## config.mk

```make
export PLATFORM = sky130hd
export DESIGN_NAME = ptb_seq_flat
export DESIGN_NICKNAME = d
export VERILOG_FILES = /design/src/hdl/ptb_pkg.sv /design/src/hdl/ptb_if.sv /design/src/hdl/ptb_seq.sv /design/src/flat_wrapper.sv
export SDC_FILE = /design/constraint.sdc
export NUM_CORES = 1
export LEC_CHECK = 0
export ABC_AREA = 1
export BUFFER_PORTS_ARGS = -buffer_cell sky130_fd_sc_hd__buf_4
export CORE_UTILIZATION = 45
export CTS_CLUSTER_DIAMETER = 150
export CTS_CLUSTER_SIZE = 25
export DETAILED_ROUTE_END_ITERATION = 7
export GPL_TIMING_DRIVEN = 0
export MAX_ROUTING_LAYER = met4
export PLACE_DENSITY = 0.67
export SYNTH_ARGS = -nofsm -noshare
export SYNTH_HDL_FRONTEND = slang
export SYNTH_SLANG_ARGS = --single-unit
```

## constraint.sdc

```tcl
create_clock -name clk -period 4.32 [get_ports clk]
set_clock_uncertainty 0.1 [all_clocks]
set_input_delay 0.648 -clock clk [delete_from_list [all_inputs] [get_ports clk]]
set_output_delay 0.648 -clock clk [all_outputs]
set_load 0.03 [all_outputs]
```

## src/hdl/ptb_pkg.sv

```systemverilog
// Shared constants and types of the palindromic tree builder.
package ptb_pkg;

  localparam int CAPACITY_DEF = 1024;
  localparam int ALPHABET_DEF = 26;
  localparam int CHAR_W       = 5;
  localparam int OUT_W        = 11;

  // Sequencer states, one-hot.
  typedef enum logic [7:0] {
    S_IDLE  = 8'b0000_0001,
    S_WCHK  = 8'b0000_0010,
    S_WNODE = 8'b0000_0100,
    S_WCHAR = 8'b0000_1000,
    S_EMUL  = 8'b0001_0000,
    S_EREAD = 8'b0010_0000,
    S_EDATA = 8'b0100_0000,
    S_DONE  = 8'b1000_0000
  } ptb_state_t;

  // Write strobes toward the storage.
  typedef struct packed {
    logic char_we;
    logic node_we;
    logic edge_we;
  } ptb_we_t;

endpackage

```

## src/hdl/ptb_if.sv

```systemverilog
// Channel interfaces: symbol input and result output.
interface ptb_in_if import ptb_pkg::*; ();
  logic              valid;
  logic              ready;
  logic [CHAR_W-1:0] character;
  modport source (output valid, output character, input ready);
  modport sink   (input valid, input character, output ready);
endinterface

interface ptb_out_if import ptb_pkg::*; ();
  logic             valid;
  logic             ready;
  logic [OUT_W-1:0] suffix_node;
  logic [OUT_W-1:0] suffix_length;
  logic             added_node;
  logic [OUT_W-1:0] node_count;
  logic             full_res;
  modport source (output valid, output suffix_node, output suffix_length,
                  output added_node, output node_count, output full_res, input ready);
  modport sink   (input valid, input suffix_node, input suffix_length,
                  input added_node, input node_count, input full_res, output ready);
endinterface

```

## src/hdl/ptb_seq.sv

```systemverilog
// Sequencer: suffix-link walks, node creation, edge-table clear and result register.
module ptb_seq import ptb_pkg::*; #(
  parameter int CAPACITY      = CAPACITY_DEF,
  parameter int ALPHABET_SIZE = ALPHABET_DEF
) (
  input  logic                 clk,
  input  logic                 rst_n,
  ptb_in_if.sink               in_ch,
  ptb_out_if.source            out_ch,
  output ptb_we_t              we,
  output logic [$clog2(CAPACITY+1)-1:0]               char_waddr,
  output logic [$clog2(ALPHABET_SIZE+1)-1:0]          char_wdata,
  output logic [$clog2(CAPACITY+1)-1:0]               char_raddr,
  input  logic [$clog2(ALPHABET_SIZE+1)-1:0]          char_rdata,
  output logic [$clog2(CAPACITY+2)-1:0]               node_waddr,
  output logic signed [$clog2(CAPACITY+2):0]          node_wlen,
  output logic [$clog2(CAPACITY+2)-1:0]               node_wlink,
  output logic [$clog2(CAPACITY+2)-1:0]               node_raddr,
  input  logic signed [$clog2(CAPACITY+2):0]          node_rlen,
  input  logic [$clog2(CAPACITY+2)-1:0]               node_rlink,
  output logic [$clog2((CAPACITY+2)*ALPHABET_SIZE)-1:0] edge_waddr,
  output logic [$clog2(CAPACITY+2)-1:0]               edge_wdata,
  output logic [$clog2((CAPACITY+2)*ALPHABET_SIZE)-1:0] edge_raddr,
  input  logic [$clog2(CAPACITY+2)-1:0]               edge_rdata
);
  localparam int NODE_MAX    = CAPACITY + 2;
  localparam int STORE_DEPTH = CAPACITY + 1;
  localparam int EDEPTH      = NODE_MAX * ALPHABET_SIZE;
  localparam int NW          = $clog2(NODE_MAX);
  localparam int SW          = $clog2(STORE_DEPTH);
  localparam int LW          = NW + 1;
  localparam int CW          = $clog2(ALPHABET_SIZE + 1);
  localparam int EW          = $clog2(EDEPTH);

  ptb_state_t           state_r, state_nxt;
  logic                 clearing_r, clearing_nxt;
  logic [EW-1:0]        clr_cnt_r, clr_cnt_nxt;
  logic [NW-1:0]        slen_r, slen_nxt;
  logic [CW-1:0]        sym_r, sym_nxt;
  logic [NW-1:0]        u_r, u_nxt;
  logic [NW-1:0]        wlink_r, wlink_nxt;
  logic                 walk2_r, walk2_nxt;
  logic signed [LW-1:0] plen_r, plen_nxt;
  logic [NW-1:0]        plink_r, plink_nxt;
  logic [EW-1:0]        eaddr_r, eaddr_nxt;
  logic [EW-1:0]        esave_r, esave_nxt;
  logic [NW-1:0]        lsuf_r, lsuf_nxt;
  logic [NW-1:0]        lsuf_len_r, lsuf_len_nxt;
  logic [NW-1:0]        next_r, next_nxt;
  logic                 added_r, added_nxt;
  logic                 full_r, full_nxt;
  logic                 out_valid_r, out_valid_nxt;
  logic [OUT_W-1:0]     o_node_r, o_len_r, o_cnt_r;
  logic                 o_added_r, o_full_r;

  logic                 accept;
  logic                 out_free;
  logic signed [LW:0]   idx;
  logic signed [LW-1:0] len_p2;

  assign accept   = in_ch.valid && in_ch.ready;
  assign out_free = !out_valid_r || out_ch.ready;
  assign in_ch.ready = (state_r == S_IDLE) && !clearing_r;

  // mirror position of the current candidate palindrome
  assign idx = $signed({2'b00, slen_r}) - $signed({node_rlen[LW-1], node_rlen})
               - $signed((LW+1)'(2));
  assign len_p2 = plen_r + $signed(LW'(2));

  // read addresses
  assign node_raddr = u_r;
  assign char_raddr = idx[SW-1:0];
  assign edge_raddr = eaddr_r;

  // write ports: clear pass also seeds the sentinel and the empty root
  always_comb begin
    we.char_we = 1'b0;
    we.node_we = 1'b0;
    we.edge_we = 1'b0;
    char_waddr = slen_r[SW-1:0];
    char_wdata = sym_nxt;
    node_waddr = next_r;
    node_wlen  = len_p2;
    node_wlink = edge_rdata;
    edge_waddr = esave_r;
    edge_wdata = next_r;
    if (clearing_r) begin
      we.edge_we = 1'b1;
      edge_waddr = clr_cnt_r;
      edge_wdata = '0;
      if (clr_cnt_r == '0) begin
        we.char_we = 1'b1;
        char_waddr = '0;
        char_wdata = CW'(ALPHABET_SIZE);
        we.node_we = 1'b1;
        node_waddr = '0;
        node_wlen  = '0;
        node_wlink = NW'(1);
      end
    end else if (state_r == S_IDLE && accept && slen_r < NW'(STORE_DEPTH)
                 && int'(in_ch.character) < ALPHABET_SIZE) begin
      we.char_we = 1'b1;
    end else if (state_r == S_EDATA && walk2_r) begin
      we.node_we = 1'b1;
      we.edge_we = 1'b1;
    end
  end

  // sequencer
  always_comb begin
    state_nxt     = state_r;
    clearing_nxt  = clearing_r;
    clr_cnt_nxt   = clr_cnt_r;
    slen_nxt      = slen_r;
    sym_nxt       = sym_r;
    u_nxt         = u_r;
    wlink_nxt     = wlink_r;
    walk2_nxt     = walk2_r;
    plen_nxt      = plen_r;
    plink_nxt     = plink_r;
    eaddr_nxt     = eaddr_r;
    esave_nxt     = esave_r;
    lsuf_nxt      = lsuf_r;
    lsuf_len_nxt  = lsuf_len_r;
    next_nxt      = next_r;
    added_nxt     = added_r;
    full_nxt      = full_r;
    out_valid_nxt = out_valid_r && !out_ch.ready;

    if (clearing_r) begin
      clr_cnt_nxt = clr_cnt_r + EW'(1);
      if (clr_cnt_r == EW'(EDEPTH - 1)) begin
        clearing_nxt = 1'b0;
      end
    end

    case (state_r)
      S_IDLE: begin
        if (accept) begin
          added_nxt = 1'b0;
          full_nxt  = 1'b0;
          sym_nxt   = CW'(in_ch.character);
          if (slen_r >= NW'(STORE_DEPTH)) begin
            full_nxt  = 1'b1;
            state_nxt = S_DONE;
          end else if (int'(in_ch.character) >= ALPHABET_SIZE) begin
            state_nxt = S_DONE;
          end else begin
            slen_nxt  = slen_r + NW'(1);
            u_nxt     = lsuf_r;
            walk2_nxt = 1'b0;
            state_nxt = S_WCHK;
          end
        end
      end
      S_WCHK: begin
        // imaginary root always extends
        if (u_r == NW'(1)) begin
          if (!walk2_r) begin
            plen_nxt  = -$signed(LW'(1));
            plink_nxt = NW'(1);
          end
          state_nxt = S_EMUL;
        end else begin
          state_nxt = S_WNODE;
        end
      end
      S_WNODE: begin
        if (idx < 0) begin
          u_nxt     = node_rlink;
          state_nxt = S_WCHK;
        end else begin
          wlink_nxt = node_rlink;
          if (!walk2_r) begin
            plen_nxt  = node_rlen;
            plink_nxt = node_rlink;
          end
          state_nxt = S_WCHAR;
        end
      end
      S_WCHAR: begin
        if (char_rdata == sym_r) begin
          state_nxt = S_EMUL;
        end else begin
          u_nxt     = wlink_r;
          state_nxt = S_WCHK;
        end
      end
      S_EMUL: begin
        eaddr_nxt = EW'(u_r * ALPHABET_SIZE) + EW'(sym_r);
        state_nxt = S_EREAD;
      end
      S_EREAD: begin
        state_nxt = S_EDATA;
      end
      S_EDATA: begin
        if (walk2_r) begin
          lsuf_nxt     = next_r;
          lsuf_len_nxt = NW'(len_p2);
          next_nxt     = next_r + NW'(1);
          added_nxt    = 1'b1;
          state_nxt    = S_DONE;
        end else if (edge_rdata != '0) begin
          lsuf_nxt     = edge_rdata;
          lsuf_len_nxt = NW'(len_p2);
          state_nxt    = S_DONE;
        end else begin
          esave_nxt = eaddr_r;
          walk2_nxt = 1'b1;
          u_nxt     = plink_r;
          state_nxt = S_WCHK;
        end
      end
      S_DONE: begin
        if (out_free) begin
          out_valid_nxt = 1'b1;
          state_nxt     = S_IDLE;
        end
      end
      default: begin
        state_nxt = S_IDLE;
      end
    endcase
  end

  // control registers
  always_ff @(posedge clk) begin
    if (!rst_n) begin
      state_r     <= S_IDLE;
      clearing_r  <= 1'b1;
      clr_cnt_r   <= '0;
      slen_r      <= NW'(1);
      lsuf_r      <= '0;
      lsuf_len_r  <= '0;
      next_r      <= NW'(2);
      walk2_r     <= 1'b0;
      out_valid_r <= 1'b0;
    end else begin
      state_r     <= state_nxt;
      clearing_r  <= clearing_nxt;
      clr_cnt_r   <= clr_cnt_nxt;
      slen_r      <= slen_nxt;
      lsuf_r      <= lsuf_nxt;
      lsuf_len_r  <= lsuf_len_nxt;
      next_r      <= next_nxt;
      walk2_r     <= walk2_nxt;
      out_valid_r <= out_valid_nxt;
    end
  end

  // working registers
  always_ff @(posedge clk) begin
    sym_r     <= sym_nxt;
    u_r       <= u_nxt;
    wlink_r   <= wlink_nxt;
    plen_r    <= plen_nxt;
    plink_r   <= plink_nxt;
    eaddr_r   <= eaddr_nxt;
    esave_r   <= esave_nxt;
    added_r   <= added_nxt;
    full_r    <= full_nxt;
  end

  // result register
  always_ff @(posedge clk) begin
    if (state_r == S_DONE && out_free) begin
      o_node_r  <= OUT_W'(lsuf_r);
      o_len_r   <= OUT_W'(lsuf_len_r);
      o_cnt_r   <= OUT_W'(next_r);
      o_added_r <= added_r;
      o_full_r  <= full_r;
    end
  end

  assign out_ch.valid         = out_valid_r;
  assign out_ch.suffix_node   = o_node_r;
  assign out_ch.suffix_length = o_len_r;
  assign out_ch.added_node    = o_added_r;
  assign out_ch.node_count    = o_cnt_r;
  assign out_ch.full_res      = o_full_r;

endmodule

```

## src/flat_wrapper.sv

```systemverilog
// flat-port wrapper written by rule: the top's interface ports become plain ports
module ptb_seq_flat import ptb_pkg::*;
#(
  parameter int CAPACITY      = CAPACITY_DEF,
  parameter int ALPHABET_SIZE = ALPHABET_DEF
)
  (clk, rst_n, we, char_waddr, char_wdata, char_raddr, char_rdata, node_waddr, node_wlen, node_wlink, node_raddr, node_rlen, node_rlink, edge_waddr, edge_wdata, edge_raddr, edge_rdata, in_ch_valid, in_ch_character, in_ch_ready, out_ch_valid, out_ch_suffix_node, out_ch_suffix_length, out_ch_added_node, out_ch_node_count, out_ch_full_res, out_ch_ready);
  ptb_in_if in_ch_i ();
  ptb_out_if out_ch_i ();
  input  logic clk;
  input  logic rst_n;
  output ptb_we_t we;
  output logic [$clog2(CAPACITY+1)-1:0] char_waddr;
  output logic [$clog2(ALPHABET_SIZE+1)-1:0] char_wdata;
  output logic [$clog2(CAPACITY+1)-1:0] char_raddr;
  input  logic [$clog2(ALPHABET_SIZE+1)-1:0] char_rdata;
  output logic [$clog2(CAPACITY+2)-1:0] node_waddr;
  output logic signed [$clog2(CAPACITY+2):0] node_wlen;
  output logic [$clog2(CAPACITY+2)-1:0] node_wlink;
  output logic [$clog2(CAPACITY+2)-1:0] node_raddr;
  input  logic signed [$clog2(CAPACITY+2):0] node_rlen;
  input  logic [$clog2(CAPACITY+2)-1:0] node_rlink;
  output logic [$clog2((CAPACITY+2)*ALPHABET_SIZE)-1:0] edge_waddr;
  output logic [$clog2(CAPACITY+2)-1:0] edge_wdata;
  output logic [$clog2((CAPACITY+2)*ALPHABET_SIZE)-1:0] edge_raddr;
  input  logic [$clog2(CAPACITY+2)-1:0] edge_rdata;
  input wire logic [$bits(in_ch_i.valid)-1:0] in_ch_valid;
  input wire logic [$bits(in_ch_i.character)-1:0] in_ch_character;
  output wire logic [$bits(in_ch_i.ready)-1:0] in_ch_ready;
  output wire logic [$bits(out_ch_i.valid)-1:0] out_ch_valid;
  output wire logic [$bits(out_ch_i.suffix_node)-1:0] out_ch_suffix_node;
  output wire logic [$bits(out_ch_i.suffix_length)-1:0] out_ch_suffix_length;
  output wire logic [$bits(out_ch_i.added_node)-1:0] out_ch_added_node;
  output wire logic [$bits(out_ch_i.node_count)-1:0] out_ch_node_count;
  output wire logic [$bits(out_ch_i.full_res)-1:0] out_ch_full_res;
  input wire logic [$bits(out_ch_i.ready)-1:0] out_ch_ready;
  assign in_ch_i.valid = in_ch_valid;
  assign in_ch_i.character = in_ch_character;
  assign in_ch_ready = in_ch_i.ready;
  assign out_ch_valid = out_ch_i.valid;
  assign out_ch_suffix_node = out_ch_i.suffix_node;
  assign out_ch_suffix_length = out_ch_i.suffix_length;
  assign out_ch_added_node = out_ch_i.added_node;
  assign out_ch_node_count = out_ch_i.node_count;
  assign out_ch_full_res = out_ch_i.full_res;
  assign out_ch_i.ready = out_ch_ready;
  ptb_seq #(.CAPACITY(CAPACITY), .ALPHABET_SIZE(ALPHABET_SIZE)) u_core (.clk(clk), .rst_n(rst_n), .in_ch(in_ch_i), .out_ch(out_ch_i), .we(we), .char_waddr(char_waddr), .char_wdata(char_wdata), .char_raddr(char_raddr), .char_rdata(char_rdata), .node_waddr(node_waddr), .node_wlen(node_wlen), .node_wlink(node_wlink), .node_raddr(node_raddr), .node_rlen(node_rlen), .node_rlink(node_rlink), .edge_waddr(edge_waddr), .edge_wdata(edge_wdata), .edge_raddr(edge_raddr), .edge_rdata(edge_rdata));
endmodule
```

==> results.py <==
metrics = {
    "global_route": {
        "grt_pass1_vias": 7970,
        "grt-ovfl-total": 0,
        "grt_max_degree": 28,
        "grt_first_pass_wirelength_mm": 42.9,
        "antenna_found_initial": 0,
        "grt.total_usage_pct": 24.7,
    },
    "critical_path": {
        "crit_buf_inv": 4,
        "arrival_ns": 2.94,
        "crit_slowest_cell": "dfxtp_1",
        "worst_path_most_repeated_cell": "inv_1",
        "crit_required_ns": 3.57,
        "path_class": "flop to primary output",
        "r2r_cells": 14,
        "r2r_slack_ns": 0.94,
        "r2r_start": "u_core.node_raddr[2]",
        "worstPathCellList": "inv_1 -> ha_1 -> inv_1 -> ha_1 -> inv_1 -> fa_1 -> o21ai_0 -> nand4_1 -> o211ai_1 -> xor2_1 -> buf_4",
        "critPathLaunchType": "flop",
        "crit_path_end_kind": "primary output",
        "crit-reg2reg-capture": "u_core.edge_raddr[13]",
        "critical_path.top_delay_family": "adder cells",
        "crit_fanout": 5,
        "cp_slowest_stage_delay_ns": 0.40,
    },
    "sta": {
        "min_period_ns": 3.69,
        "rsz0062_at_grt": "no",
        "fmax_mhz": 271,
        "tightest_slew_ns": 1.31,
        "hold_viol": 0,
        "setup_tns_ns": 0,
        "finalCritPeriodShare_pct": 85.4,
        "drv_slew": 0,
        "slew_headroom_pct": 12.3,
        "finalSetupViolations": 0,
    },
    "die": {
        "die_w_um": 152,
        "die_h_um": 152,
        "io_pins": 201,
        "rows": 54,
        "start_util_pct": 46.3,
        "die_area_sq_um": 23200,
        "core_area_sq_um": 22000,
    },
    "detailed_routing": {
        "drc": 15,
        "vias": 8444,
        "via_per_inst": 5.04,
        "drt_first_pass_iters": 8,
        "first_iter_violations": 633,
        "antenna_left": 0,
        "drt_wl_total_mm": 27.2,
        "detail_route.wl_per_cell_um": 16.3,
    },
    "synth": {
        "yosys.area.top_type": "edfxtp_1",
        "yosysSeqAreaShare_pct": 47.9,
        "synth_edf_count": 112,
        "ys_ff_latch": 187,
        "yosys_warnings": 0,
        "ys.flop_type": "edfxtp_1",
        "synth_nets": 1280,
        "synthArstFlopShare_pct": 0,
        "synthTopCellsByArea": "edfxtp_1 (33%), dfxtp_1 (15%), nand2_1 (7.8%)",
        "synth_cell_types": 47,
        "avgSynthCellArea_sq_um": 8.75,
        "synthCells": 1161,
        "synth_top_area_share_pct": 33.1,
        "syn-cell-area_sq_um": 10200,
    },
    "outcome": {
        "violations": "design-rule violations",
        "status": "finished, violations left",
    },
    "power": {
        "p_comb_share_pct": 17.9,
        "p_sw_w": 0.00125,
        "leakage_nw": 5.63,
        "seq_power_share_pct": 44.6,
        "power.internal_w": 0.00306,
        "power.density_nw_per_um2": 340,
        "pwr-share-clk_pct": 37.6,
        "switching_share_pct": 29.0,
        "max-vdd-ir-drop_mv": 0.288,
    },
    "hold_path": {
        "min-delay-start": "node_rlink[9]",
        "min_path_type": "input pin to flop",
        "hold_depth": 1,
        "holdPathEnd": "u_core.wlink_r[9]",
    },
    "clock_network": {
        "cts_inserted_buffers": 17,
        "clock-sinks": 187,
        "cts_setup_buffers": 0,
        "cts-htree-levels": 4,
        "root_buffer": "clkbuf_16",
        "ctsResizeCount": 0,
        "clock_latency_ns": 0.44,
        "cts_tree": "built",
        "clock_path_buffers": 2,
        "hold_buffers": 0,
        "clk_pin_slew_ns": 0.07,
    },
    "job": {
        "drv_cap": 0,
    },
    "layout": {
        "syn2layout_area_growth_pct": 24.7,
        "fin_nets": 1500,
        "drive_gt1_share_pct": 22.2,
        "multi_input_area_sq_um": 4430,
        "final_cell_mix": "nand2_1 (211), buf_4 (205), inv_1 (182), nor2_1 (138), edfxtp_1 (112)",
        "antenna_cells": 0,
        "regArea_sq_um": 4860,
        "mostFrequentLayoutCell": "nand2_1",
        "finalNonFillerCells": 1674,
        "nFillCells": 1952,
    },
    "place": {
        "dpl.hpwl_mm": 21.6,
        "portBuffers": 199,
        "dp.cells": 1642,
        "place_congestion": 0.931,
    },
}
## final cells by class
class,instances,area share [%]
sequential,187,38.4
multi-input combinational,752,35.0
timing repair buffer,201,12.1
inverter,194,5.79
clock buffer,18,3.39
tap,280,2.77
clock inverter,14,1.43
buffer,28,1.17
## stage by stage
stage                     instance area (sq um)  worst slack, ns  power, W  hold slack, ns  util (%)
after global placement                    12000           -0.212   0.00272           0.307      54.6
after floorplan                           10200            0.768   0.00248           0.300         -
final                                     12700            0.629   0.00430           0.287      57.7
after CTS                                 12700            0.644   0.00432           0.284      57.7
after global routing                      12700            0.419   0.00448           0.274      57.7
after detailed placement                  12100            0.777   0.00273           0.308      54.9
## flip-flops by register name, indices dropped and copies added, names as in the netlist, 5 cells and up
name                         flops
u_core.esave_r                  15
u_core.state_r                   8
u_core.lsuf_len_r               11
u_core.out_ch.node_count        11
u_core.plink_r                  11
u_core.clr_cnt_r                15
u_core.lsuf_r                   11
u_core.plen_r                   12
u_core.out_ch.suffix_length     11
u_core.slen_r                   11
u_core.sym_r                     5
u_core.edge_raddr               15
u_core.node_raddr               11
u_core.wlink_r                  11
u_core.next_r                   11
u_core.out_ch.suffix_node       11
## cell families (layout without fill, tap and decap cells)
logic type | after synthesis | count (layout) | share of synthesized area [%]
and+or+nand+nor | 496 | 496 | 22.2
buffers and inverters | 222 | 455 | 8.67
DFF | 187 | 187 | 47.9
AOI/OAI and AO/OA | 145 | 145 | 8.28
adders and majority gates | 71 | 71 | 9.49
xor gates and xnor gates | 40 | 40 | 3.45
## worst max path at each step
stage	cells after the start	to	slack, ns	startpoint
5_1_grt	12	char_raddr[7]	0.42	u_core.slen_r[0]
3_3_place_gp	11	u_core.plen_r[0]	-0.21	node_rlen[5]
3_5_place_dp	12	u_core.plen_r[0]	0.78	node_rlen[5]
2_1_floorplan	10	u_core.plen_r[0]	0.77	node_rlen[5]
4_1_cts	11	char_raddr[9]	0.64	u_core.slen_r[1]
6_report	11	char_raddr[9]	0.63	u_core.slen_r[1]
## metal layers
metal / global-route usage (%) / vias to the layer above / wire, um
li1: - / 4252 / -
met1: 31.0 / 3924 / 11600
met2: 41.1 / 240 / 13600
met3: 3.47 / 28 / 1500
met4: 7.68 / 0 / 462
met5: - / - / 0
## power groups by stage
stage	Clock (W)	Combinational [W]	Sequential, W
detailed placement	0	0.000768	0.00196
global placement	0	0.000756	0.00196
global route	0.00171	0.000853	0.00192
CTS	0.00163	0.000773	0.00192
finish	0.00162	0.000768	0.00192
floorplan	0	0.000511	0.00197
## Yosys cell counts (6+ instances only)
master and n:
nand2_2 8, a221oi_1 8, dfxtp_1 75, clkbuf_1 15, edfxtp_1 112, buf_4 6
or2_2 14, nor2_2 7, nor2_1 138, ha_1 61, inv_1 182, nor4_1 6
nor2_4 8, inv_2 10, nand2_1 211, o21a_1 6, o21ai_0 46, a21oi_1 51
xnor2_1 12, a31oi_1 10, fa_1 10, nand3_1 56, nor3_1 12, xor2_1 28
nand4_1 19
No activity file was read; power rests on OpenSTA's default activity.
